--- src/hdl/sbgu_pkg.sv ---
// Shared types and constants of the spectrum bar gravity update unit.
// Used by the configuration registers, the column store and the top level.
`default_nettype none

package sbgu_pkg;

    localparam int ADDR_W = 3;

    localparam logic REG_GRAVITY  = 1'b0;
    localparam logic REG_MAX_RISE = 1'b1;

    localparam logic signed [24:0] GRAVITY_RESET  = -25'sd3932160;
    localparam logic        [30:0] MAX_RISE_RESET = 31'd327680000;

    typedef struct packed {
        logic signed [24:0] gravity;
        logic        [30:0] max_rise;
    } cfg_t;

    typedef struct packed {
        logic        [23:0] height;
        logic signed [31:0] velocity;
    } state_t;

endpackage

`default_nettype wire

--- src/hdl/sbgu_cfg_regs.sv ---
// APB-style register file holding the gravity and rise clamp settings.
// Depends on sbgu_pkg for the register indexes, reset values and cfg_t.
`default_nettype none

module sbgu_cfg_regs
(
    input  wire logic                         clk,
    input  wire logic                         rst_n,
    input  wire logic                         psel,
    input  wire logic                         penable,
    input  wire logic                         pwrite,
    input  wire logic [sbgu_pkg::ADDR_W-1:0]  paddr,
    input  wire logic [31:0]                  pwdata,
    output logic      [31:0]                  prdata,
    output logic                              pready,
    output sbgu_pkg::cfg_t                    cfg
);

    logic signed [24:0] gravity_reg;
    logic        [30:0] max_rise_reg;
    logic               wr_en;
    logic               reg_idx;

    assign pready  = 1'b1;
    assign wr_en   = psel && penable && pwrite && pready;
    assign reg_idx = paddr[2];

    always_ff @(posedge clk or negedge rst_n)
    begin
        if (!rst_n)
        begin
            gravity_reg  <= sbgu_pkg::GRAVITY_RESET;
            max_rise_reg <= sbgu_pkg::MAX_RISE_RESET;
        end
        else if (wr_en)
        begin
            unique case (reg_idx)
                sbgu_pkg::REG_GRAVITY:  gravity_reg  <= $signed(pwdata[24:0]);
                sbgu_pkg::REG_MAX_RISE: max_rise_reg <= pwdata[30:0];
                default:                gravity_reg  <= gravity_reg;
            endcase
        end
    end

    always_comb
    begin
        unique case (reg_idx)
            sbgu_pkg::REG_GRAVITY:  prdata = {{7{gravity_reg[24]}}, gravity_reg};
            sbgu_pkg::REG_MAX_RISE: prdata = {1'b0, max_rise_reg};
            default:                prdata = 32'd0;
        endcase
    end

    assign cfg.gravity  = gravity_reg;
    assign cfg.max_rise = max_rise_reg;

endmodule

`default_nettype wire

--- config.mk ---
export PLATFORM = sky130hd
export DESIGN_NAME = sbgu_cfg_regs
export DESIGN_NICKNAME = d
export VERILOG_FILES = /design/src/hdl/sbgu_pkg.sv /design/src/hdl/sbgu_cfg_regs.sv
export SDC_FILE = /design/constraint.sdc
export NUM_CORES = 1
export LEC_CHECK = 0
export BUFFER_PORTS_ARGS = -buffer_cell sky130_fd_sc_hd__buf_2
export CAP_MARGIN = 10
export CORE_AREA = 4 4 64 96
export DETAILED_ROUTE_END_ITERATION = 10
export DIE_AREA = 0 0 68 100
export GPL_ROUTABILITY_DRIVEN = 0
export MAX_ROUTING_LAYER = met4
export PLACE_DENSITY = 0.95
export RECOVER_POWER = 50
export SYNTH_ARGS = -nofsm -noshare
export SYNTH_HDL_FRONTEND = slang
export SYNTH_SLANG_ARGS = --single-unit
--- constraint.sdc ---
create_clock -name clk -period 1.8 [get_ports clk]
set_input_delay 0.18 -clock clk [delete_from_list [all_inputs] [get_ports clk]]
set_output_delay 0.18 -clock clk [all_outputs]
set_load 0.02 [all_outputs]
Yosys cells after proc, flatten, opt, wreduce, memory -nomap -nowiden:

Cells that the tools add are included.
W data, S select, Z words.

* flip-flop bits (word level): 56
* bits in latches: 0
* RAM bits: 0
* memory bits (read-only): 0
* output and inout bits: 89
* word-level logic and storage cells: 8
* memories: 0

* $add $sub $neg: 0
* multipliers: 0
* div/mod/pow operators: 0
* order comparisons: 0
* equal/unequal tests: 0
* shift-type cells: 0
* mux-type cells: 1
* bitwise operators: 1
* reduce and logical (&&, ||, !) cells: 4

Operators with widths (number)
* $pmux W32 S2: 1
* $reduce_and A2 Y1: 2
* $logic_and A1 B1 Y1: 2
* $not A1 Y1: 1

Depth between registers and ports, before layout:

* depth in word-level cells: 3
* gate-level depth with buffers: 4

Worst setup path before layout:

OpenSTA, ideal clock, no wires.

* path kind: register to output
* start point: register gravity_reg[24]
* end point: output prdata[24]
* arrival time: 0.973 ns
* setup slack: 0.647 ns
* stages on the path, launching flop included: 4
* buffers on the path: 1
* path through: dfstp_2 > nand2b_1 > clkbuf_1 > nand2_1

* longest elaborated chain between the ends: 1

RTL lines
* start, declared: line sbgu_cfg_regs.sv:19 `logic signed [24:0] gravity_reg;`
* start signal, assigned: line sbgu_cfg_regs.sv:32 `gravity_reg <= sbgu_pkg::GRAVITY_RESET;`
* start signal, assigned: line sbgu_cfg_regs.sv:38 `sbgu_pkg::REG_GRAVITY: gravity_reg <= $signed(pwdata[24:0]);`
* start signal, assigned: line sbgu_cfg_regs.sv:40 `default: gravity_reg <= gravity_reg;`
* $pmux W32 S2: line sbgu_cfg_regs.sv:47 `unique case (reg_idx)`
* end, declared: line sbgu_cfg_regs.sv:14 `output logic [31:0] prdata,`

Every way passes these cells.

Worst setup path after layout:

* start point: input paddr[2] (netlist bit)
* end point: register max_rise_reg[29]

* longest elaborated chain between the ends: 1

RTL lines
* start, declared: line sbgu_cfg_regs.sv:12 `input wire logic [sbgu_pkg::ADDR_W-1:0] paddr,`
* $reduce_and A2 Y1 (no source line)
* end signal, assigned: line sbgu_cfg_regs.sv:33 `max_rise_reg <= sbgu_pkg::MAX_RISE_RESET;`
* end signal, assigned: line sbgu_cfg_regs.sv:39 `sbgu_pkg::REG_MAX_RISE: max_rise_reg <= pwdata[30:0];`
* end, declared: line sbgu_cfg_regs.sv:20 `logic [30:0] max_rise_reg;`

Every way passes these cells.
A chain may end at the register's enable or synchronous reset.

==> impl_metrics.json <==
{
  "io_pins": 129,
  "fin_setup_tns_ns": 0,
  "yosysTopAreaCellShare_pct": 46.1,
  "diodes": 0,
  "ir_drop_mv": 0.673,
  "die_h_um": 100,
  "yosys_warnings": 0,
  "seq_area_sq_um": 1410,
  "hold_class": "input pin to register",
  "avgRoutedWirePerCell_um": 16.1,
  "fin_nets": 331,
  "seq_area_frac_synth_pct": 55.3,
  "clk_pin_slew_worst_paths_ns": 0.09,
  "cts-root-buf": "clkbuf_8",
  "r2r_cells": 1,
  "rows": 33,
  "rrSetupSlack_ns": 0.99,
  "clk_latency_ns": 0.29,
  "detail_route.vias_per_cell": 4.87,
  "synth_area_leaders": "dfrtp_1 46%, mux2_2 26%, mux2_4 12%, dfstp_2 9.3%, nand2_1 2.1%",
  "wirelength_um": 5810,
  "grt_overflow": 0,
  "n_fill_cell": 442,
  "slew_viol_final": 0,
  "cts_setup_buffers": 0,
  "via_count": 1764,
  "io_buffer_count": 124,
  "multi_input_area_sq_um": 1070,
  "cap_violations": 0,
  "grt_util_met3_pct": 3.36,
  "r2r-end": "max_rise_reg[20]",
  "synth_most_common_cell": "mux2_2",
  "netlist_top_cells_count": "58 x mux2_2, 47 x dfrtp_1, 20 x mux2_4, 14 x nand2_1, 9 x dfstp_2",
  "die_w_um": 68,
  "synth-seq-cells": 56,
  "worstSetupStartpoint": "paddr[2]",
  "grt_use_total_pct": 18.0,
  "synth_area_leader_cell": "dfrtp_1",
  "ys.flop_type": "dfrtp_1",
  "worstReg2RegStart": "max_rise_reg[20]",
  "clockBufferDepth": 2,
  "tightest_slew_ns": 0.841,
  "htree_levels": 2,
  "syn_nets": 206,
  "grt_max_degree": 34,
  "criticalPathCategory": "input pin to register",
  "grt_pass1_vias": 1828,
  "dr.first_iter.drc_count": 55,
  "syn-cell-area_sq_um": 2550,
  "p_leak_nw": 1.67,
  "fin_crit_sh_pct": 82.2,
  "clkSinkCount": 56,
  "largest_reg_flops": 31,
  "dieArea_sq_um": 6800,
  "hpwl_um": 4400,
  "status": "complete, no violations",
  "layout-drive-gt1-share_pct": 65.4,
  "cp-end-kind": "register",
  "syn_to_final_growth_pct": 28.7,
  "rsz0062_at_grt": "no",
  "grt_pass1_wl_um": 8900,
  "initial_core_util_pct": 47.6,
  "cts_resized": 0,
  "required_ns": 1.98,
  "max_slew_margin_pct": 44.0,
  "final-setup-viol-count": 0,
  "cp-endpoint": "max_rise_reg[29]",
  "drt_pass1_iterations": 3,
  "synthArstFlopShare_pct": 100,
  "core-area_sq_um": 5370,
  "hold_viol_final": 0,
  "cts_buffers": 5,
  "crit_path_max_fanout": 31,
  "finClkSkew_ns": 0,
  "min_period_ns": 1.48,
  "p_per_area_nw_per_um2": 1230,
  "tritoncts": "built",
  "grt_busiest_layer": "met2",
  "synth_area_per_cell_sq_um": 15.4,
  "antenna_found_initial": 0,
  "drtAntennaViolNets": 0,
  "use_met1_pct": 18.5,
  "synthCells": 166,
  "synth.distinct_cells": 15,
  "arrival_ns": 1.66,
  "ctsHoldBuffers": 1,
  "synth_edf_count": 0,
  "start_kind": "input pin",
  "max_clock_freq_ghz": 0.675,
  "holdWs_ns": 0.111,
  "drc": 0,
  "use_met2_pct": 32.8
}
-- through the flow --
| stage | setup WS (ns) | cell area [sq um] | utilization [%] | instances | power (W) |
|---|---|---|---|---|---|
| 2_1_floorplan | 0.647 | 2550 | - | 166 | 0.00285 |
| 3_3_place_gp | 0.286 | 3250 | 60.5 | 353 | 0.00341 |
| 3_5_place_dp | 0.246 | 3250 | 60.5 | 353 | 0.00347 |
| 4_1_cts | 0.303 | 3340 | 62.2 | 362 | 0.00414 |
| 5_1_grt | 0.228 | 3290 | 61.2 | 362 | 0.00426 |
| 6_report | 0.320 | 3290 | 61.2 | 362 | 0.00404 |
-- metal layers --
layer	up-vias	share of wire, %	wire length [um]
met5	-	0	0
met3	7	6.4	370
met1	868	35	2010
met4	0	1.5	89
li1	823	-	-
met2	66	57	3340
-- kinds of logic (layout without fill, tap and decap cells) --
family	count (synthesis)	count (layout)	synth area share, %
muxes	80	80	38.2
DFF	56	56	55.3
and+or+nand+nor	17	17	3.48
buffers and inverters	12	138	2.84
other	1	1	0.147
-- cell usage in the layout (no fill, tap or decap) --
master	count
nand2b_1	1
dfstp_2	9
buf_2	93
nand4_1	1
nand2_1	14
clkbuf_8	5
dfrtp_1	47
conb_1	1
dlygate4sd3_1	1
buf_4	2
inv_1	1
clkbuf_1	33
nand4b_4	1
mux2_2	58
buf_12	1
mux2_4	20
mux2_1	2
clkbuf_2	1
clkinv_2	1
-- final cells by class --
class                      instances  share of cell area [%]
multi-input combinational         98                    32.5
sequential                        56                    43.0
inverter                           1                   0.114
clock inverter                     1                   0.152
timing repair buffer             129                    19.2
clock buffer                       7                    2.32
tap                               70                    2.67
-- worst min path at each step --
stage	start	slack, ns	cells past startpoint	to
2_1_floorplan	rst_n	-0.12	0	gravity_reg[0]
3_3_place_gp	rst_n	0.20	1	max_rise_reg[13]
3_5_place_dp	rst_n	0.21	1	max_rise_reg[13]
4_1_cts	pwdata[19]	0.1	2	max_rise_reg[19]
5_1_grt	pwdata[28]	0.1	2	max_rise_reg[28]
6_report	pwdata[19]	0.11	2	max_rise_reg[19]
-- critical path, cell delays in order --
cell	delay, ns
clkbuf_1	0.09
buf_4	0.21
nand4_1	0.09
clkbuf_2	0.66
mux2_2	0.42
-- where the power goes --
group / switching [W] / total [W] / leakage (nW) / internal, W
Sequential: 0.000214 / 0.00178 / 0.659 / 0.00157
Combinational: 0.000940 / 0.00161 / 0.973 / 0.000669
Clock: 0.000370 / 0.000644 / 0.0422 / 0.000274
(Power assumes the default switching activity.)
