### config.mk
export PLATFORM = sky130hd
export DESIGN_NAME = sbgu_col_store
export DESIGN_NICKNAME = d
export VERILOG_FILES = /design/src/hdl/sbgu_pkg.sv /design/src/hdl/sbgu_col_store.sv
export SDC_FILE = /design/constraint.sdc
export NUM_CORES = 2
export LEC_CHECK = 0
export BUFFER_PORTS_ARGS = -buffer_cell sky130_fd_sc_hd__buf_2
export CORE_ASPECT_RATIO = 1.1
export CORE_MARGIN = 1.5
export CORE_UTILIZATION = 55
export CTS_CLUSTER_DIAMETER = 100
export DETAILED_ROUTE_END_ITERATION = 12
export PLACE_DENSITY = 0.78
export SYNTH_ARGS = -nofsm -noshare
export SYNTH_HDL_FRONTEND = slang
export SYNTH_SLANG_ARGS = --single-unit
export TNS_END_PERCENT = 1
### constraint.sdc
create_clock -name clk -period 2.3 [get_ports clk]
set_input_delay 0.575 -clock clk [delete_from_list [all_inputs] [get_ports clk]]
set_output_delay 0.575 -clock clk [all_outputs]
set_load 0.01 [all_outputs]
### src/hdl/sbgu_pkg.sv
// Shared types and constants of the spectrum bar gravity update unit.
// Used by the configuration registers, the column store and the top level.
`default_nettype none

package sbgu_pkg;

    localparam int ADDR_W = 3;

    localparam logic REG_GRAVITY  = 1'b0;
    localparam logic REG_MAX_RISE = 1'b1;

    localparam logic signed [24:0] GRAVITY_RESET  = -25'sd3932160;
    localparam logic        [30:0] MAX_RISE_RESET = 31'd327680000;

    typedef struct packed {
        logic signed [24:0] gravity;
        logic        [30:0] max_rise;
    } cfg_t;

    typedef struct packed {
        logic        [23:0] height;
        logic signed [31:0] velocity;
    } state_t;

endpackage

`default_nettype wire

### src/hdl/sbgu_col_store.sv
// Per-column height and velocity state, cleared to zero at reset.
// Depends on sbgu_pkg for state_t.
`default_nettype none

module sbgu_col_store
#(
    parameter int DEPTH = 32,
    parameter int IDX_W = 5
)
(
    input  wire logic             clk,
    input  wire logic             rst_n,
    input  wire logic [IDX_W-1:0] rd_idx,
    output sbgu_pkg::state_t      rd_data,
    input  wire logic             wr_en,
    input  wire logic [IDX_W-1:0] wr_idx,
    input  wire sbgu_pkg::state_t wr_data
);

    sbgu_pkg::state_t store_reg [DEPTH];

    always_ff @(posedge clk or negedge rst_n)
    begin
        if (!rst_n)
        begin
            for (int i = 0; i < DEPTH; i++)
            begin
                store_reg[i] <= '0;
            end
        end
        else if (wr_en)
        begin
            store_reg[wr_idx] <= wr_data;
        end
    end

    assign rd_data = store_reg[rd_idx];

endmodule

`default_nettype wire

* Yosys cells after proc, flatten, opt, wreduce, memory -nomap -nowiden
Cells that the tools add are included.
Storage, ports and cells: logic and storage cells 76, output and inout port bits 56, flip-flop bits (word level) 1792, input port bits 69
Cells by class: order comparisons 3, mux-type cells 6, bitwise logic cells 2, reduce and logical (&&, ||, !) cells 1
Operators by type and width (count):
- 1792-bit bitwise mux | 1
- 56-bit binary-select mux with 5-bit select | 1
- 56-bit demux with 5-bit select | 1
- 56-bit two-way mux | 3
- 6-bit greater-or-equal comparator (second input constant) | 2
- 5-bit inverter with 6-bit output | 2
- 6-bit by 1-bit less-than comparator with 1-bit output (second input constant) | 1
- 1-bit logical AND | 1

* Logic depth before layout (Yosys ltp)
depth after elaboration 6, depth in mapped cells 8, depth with buffers taken out 5

* Worst setup path before layout
OpenSTA, ideal clock, no wires.
kind input to output, from in rd_idx[1], to out rd_data[10] (netlist bit), setup slack -41 ps, arrival 1766 ps, stages 8, data required time 1725 ps, path buffers 4, cells stage by stage buf_2 buf_4 buf_2 buf_4 mux2i_1 a21oi_1 a31oi_1 nand3_1
RTL lines:
- start, declared | line sbgu_col_store.sv:13 | input wire logic [IDX_W-1:0] rd_idx,
- end, declared | line sbgu_col_store.sv:14 | output sbgu_pkg::state_t rd_data,

==> impl_summary.log <==
[metrics] detailed-routed wire length on met3: 15900 µm
[metrics] final critical delay including setup and external delays: around 2.9 ns
[metrics] Largest register FFs: between 1500 and 2000
[metrics] number of register bits inferred by synthesis: approximately 1800
[metrics] Area after DPL: 89800 µm²
[metrics] Final #Nets: between 6000 and 7000
[metrics] sequential area share after synthesis: 54.1%
[metrics] DRT Pass-1 Iters: 6
[metrics] GRT overflow: 0
[metrics] clock latency on the worst-skew pair: 0.81 ns
[metrics] largest family of logic cells by synthesized area: multiplexers
[metrics] storage element area: 44800 µm²
[metrics] area of the multi-input gates: 35200 µm²
[metrics] TritonCTS buffer count: about 180
[metrics] Final Skew: 0 ns
[metrics] iteration-0 DRC count of the detailed router: 4775
[metrics] number of antenna violations at the first check in global routing: 33
[metrics] part of the total power dissipated in combinational logic: 16.4%
[metrics] MaxCap Viol Count: 0
[metrics] share of synthesized area spent on multiplexers: between 30% and 40%
[metrics] cell-internal power: a little over 60 mW
[metrics] vias in the first global route: 55600
[metrics] power density over the cells: 874 nW/µm²
[metrics] Sw Pwr: 22.2 mW
[metrics] commonest register cell after synthesis: sky130_fd_sc_hd__dfrtp_1
[metrics] critical-path maximum fanout: 17
[metrics] setup repair after global routing missed its margin: yes
[metrics] leakage component of the power: approximately 46 nW
[metrics] row count: 149
[metrics] Max Transition Viols Final: 0
[metrics] simple-gate share of the synthesized area: 2.49%
[metrics] worst-case vdd ir drop: 0.748 mV
[metrics] Slew @ Worst Pin: 0.717 ns
[metrics] Crit Path Class: in2out
[metrics] final period utilization: 125%
[metrics] share of the synthesized netlist area taken by xor and xnor gates: 0%
[metrics] max_slew headroom: 52.0%
[metrics] wire per inst: 28.1 µm
[metrics] core region area: about 150000 µm²
[metrics] main area contributors after synthesis: sky130_fd_sc_hd__dfrtp_1 (54%), sky130_fd_sc_hd__mux2_2 (21%), sky130_fd_sc_hd__mux2i_1 (11%), sky130_fd_sc_hd__mux2_1 (3.3%), sky130_fd_sc_hd__a22oi_1 (1.5%)
[metrics] buffer depth of the longest clock path: 3
[metrics] area fraction in compound gates after synthesis: 4.14%
[metrics] overall via count from detail_route: 53400
[metrics] post-route ant nets: 0
[metrics] adder and majority gate portion of the synthesized area: 0%
[metrics] CTS tree: done
[metrics] number of warning messages in the yosys log: 0
[metrics] Final Instance Area: 96700 µm²
[metrics] number of buffers added on ports: 124
[metrics] chip width: between 300 and 400 µm
[metrics] critical path launch point type: input port
[metrics] fraction of power consumed by the clock network: 35.1%
[metrics] crit path setup slack, layout: -0.582 ns
[metrics] fraction of registers with async set or reset after synthesis: 100%
[metrics] setup violators final: 56
[metrics] number of distinct standard cells referenced by the synthesized netlist: 28
[metrics] Die Area: about 150000 µm²
[metrics] data required time at the worst endpoint: around 1.7 ns
[metrics] number of instances in the synthesized netlist: 6016
[metrics] path category of the worst min-delay check: in2async
[metrics] wire length of the first global-routing pass: 357000 µm
[metrics] switching part of the total power: 26.2%
[metrics] Fmax: roughly 0.35 GHz
[metrics] share of cells above drive strength 1: between 40% and 50%
[metrics] global router's overall resource usage: 30.9%
[metrics] buffer type at the clock tree root: sky130_fd_sc_hd__clkbuf_16
[metrics] capturing element type of the critical path: output pin
[metrics] final HPWL from detailed placement: 147000 µm
[metrics] number of inserted filler cells in the final layout: 10500
[metrics] signed area change from the synthesized netlist to the final layout: 16.7%
[metrics] cell accounting for the most synthesized area: sky130_fd_sc_hd__dfrtp_1
[metrics] uppermost metal layer occupied by signal nets: met5
[metrics] Vias per Instance: approximately 6.3
[metrics] total number of H-tree levels: 4
[metrics] share of Yosys cell area claimed by the top area cell type: 54.1%
[metrics] sequential share of power: 48.5%
[metrics] pin count of the biggest net entering global routing: ~100
[metrics] total clock sinks: 1792
[metrics] total wire length after detailed routing: 237000 µm
[metrics] routed length on met2: 112000 µm
[metrics] minimum hold slack: 0.278 ns
[metrics] synthesized net count: 6085
[metrics] Worst Path Arrival: 2.31 ns
[metrics] clock-pin slew on the worst setup and hold paths: 0.06 ns
[metrics] synthesized area: 82900 µm²
[metrics] failing checks: negative setup slack
[metrics] length of routed wiring on met1: approximately 97000 µm
[metrics] DRC violations left: 0
[metrics] I/O Pins: 125
[metrics] initial cell density of the core: 55.4%
[metrics] height of the chip: 410 µm
[metrics] final weighted congestion in routability-driven placement: about 0.84
[metrics] count of flip-flops with a built-in enable after synthesis: 0
[metrics] outcome: complete, but fails checks
[metrics] Synth Area per Inst: 13.8 µm²
[metrics] Final Hold Violating Endpoints: 0
[metrics] setup slack after placement: -0.756 ns
==> power by group through the flow <==
| stage | Combinational, mW | Sequential (mW) | Clock [mW] |
|---|---|---|---|
| 6_report | 13.9 | 41.0 | 29.7 |
| 5_1_grt | 15.0 | 41.6 | 31.3 |
| 4_1_cts | 13.8 | 40.8 | 30.0 |
| 3_5_place_dp | 13.5 | 41.3 | 0 |
| 3_3_place_gp | 13.0 | 40.9 | 0 |
| 2_1_floorplan | 9.57 | 40.3 | 0 |
==> synthesized netlist by cell type (4+ instances only) <==
cell	instances
sky130_fd_sc_hd__nor2_1	14
sky130_fd_sc_hd__nand3_1	170
sky130_fd_sc_hd__a22oi_1	168
sky130_fd_sc_hd__buf_2	119
sky130_fd_sc_hd__nor2_2	4
sky130_fd_sc_hd__a22o_1	112
sky130_fd_sc_hd__nor3b_2	4
sky130_fd_sc_hd__buf_1	10
sky130_fd_sc_hd__nor3_1	57
sky130_fd_sc_hd__clkbuf_1	258
sky130_fd_sc_hd__nand2_1	186
sky130_fd_sc_hd__mux2i_1	896
sky130_fd_sc_hd__buf_6	91
sky130_fd_sc_hd__dfrtp_1	1792
sky130_fd_sc_hd__buf_4	105
sky130_fd_sc_hd__a31oi_1	56
sky130_fd_sc_hd__nand3b_1	4
sky130_fd_sc_hd__a21oi_1	168
sky130_fd_sc_hd__mux2_1	246
sky130_fd_sc_hd__mux2_2	1546
==> kinds of logic after synthesis <==
logic type / count (synthesis)
buffers and inverters: 583
AND/OR/NAND/NOR: 449
flip-flops: 1792
AO/OA/AOI/OAI: 504
multiplexers: 2688
==> routing by layer <==
metal	GRT usage, %	vias up
li1	-	22400
met1	40.8	28300
met2	49.2	2004
met3	5.77	642
met4	15.4	12
met5	0	-
==> critical path: stages <==
cell,delay [ns]
sky130_fd_sc_hd__buf_16,0.18
sky130_fd_sc_hd__buf_16,0.21
sky130_fd_sc_hd__buf_16,0.21
sky130_fd_sc_hd__buf_12,0.17
sky130_fd_sc_hd__mux2i_1,0.23
sky130_fd_sc_hd__a22o_1,0.16
sky130_fd_sc_hd__nor3_1,0.05
sky130_fd_sc_hd__a31oi_1,0.15
sky130_fd_sc_hd__nand3_1,0.14
sky130_fd_sc_hd__buf_2,0.17
==> cells in the final DEF (no fill, tap or decap), types with 8 or more instances in the layout <==
cell type	n
sky130_fd_sc_hd__nand2_1	169
sky130_fd_sc_hd__buf_4	299
sky130_fd_sc_hd__buf_16	17
sky130_fd_sc_hd__nor2_4	17
sky130_fd_sc_hd__buf_12	219
sky130_fd_sc_hd__nor3_1	51
sky130_fd_sc_hd__bufinv_16	8
sky130_fd_sc_hd__a22o_1	112
sky130_fd_sc_hd__mux2i_2	21
sky130_fd_sc_hd__mux2i_1	873
sky130_fd_sc_hd__a21oi_1	168
sky130_fd_sc_hd__clkinv_2	26
sky130_fd_sc_hd__mux2_2	1546
sky130_fd_sc_hd__buf_6	30
sky130_fd_sc_hd__nand2_4	17
sky130_fd_sc_hd__nand3_2	28
sky130_fd_sc_hd__a31oi_1	50
sky130_fd_sc_hd__diode_2	21
sky130_fd_sc_hd__clkbuf_8	50
sky130_fd_sc_hd__dfrtp_1	1792
sky130_fd_sc_hd__nand3_1	142
sky130_fd_sc_hd__a22oi_1	167
sky130_fd_sc_hd__clkbuf_16	181
sky130_fd_sc_hd__clkbuf_1	49
sky130_fd_sc_hd__buf_2	107
sky130_fd_sc_hd__mux2_1	246
==> final timing paths <==
path	from	endpoint	slack [ns]	depth (start not counted)
max in group asynchronous	rst_n	store_reg[238]$_DFFE_PN0P_	0.97	4
setup reg to reg	store_reg[1362]$_DFFE_PN0P_	store_reg[1362]$_DFFE_PN0P_	1.40	2
hold reg to reg	store_reg[85]$_DFFE_PN0P_	store_reg[85]$_DFFE_PN0P_	0.48	1
hold / removal	rst_n	store_reg[333]$_DFFE_PN0P_	0.28	2
min in group clk	wr_data[39]	store_reg[1215]$_DFFE_PN0P_	0.37	2
setup / recovery	rd_idx[1]	rd_data[39]	-0.58	10
==> cell type report <==
class,count,share of cell area (%)
antenna,21,0.0543
clock buffer,280,5.58
clock inverter,47,0.620
multi-input combinational,3641,36.4
sequential,1792,46.4
tap,1963,2.54
timing repair buffer,678,8.40
==> timing repair <==
action | 4_1_cts | 5_1_grt
buffers inserted | 9 | 1
setup endpoints to repair | 56 | 56
hold buffers | 1 | 0
pin swaps | 13 | 15
hold endpoints to repair | 137 | 0
gates cloned | 5 | 0
gates resized for setup | 98 | 27
==> through the flow <==
| stage | TNS, ns | utilization [%] | std cells | power (mW) |
|---|---|---|---|---|
| after floorplan | 0 | - | 6016 | 49.8 |
| after global placement | -36.01 | 60.0 | 8058 | 53.9 |
| after detailed placement | -44.57 | 60.0 | 8058 | 54.8 |
| after CTS | -27.81 | 64.5 | 8400 | 84.6 |
| after global routing | -31.46 | 64.6 | 8418 | 87.9 |
| final | -27.93 | 64.6 | 8422 | 84.6 |
(Power assumes the default switching activity.)
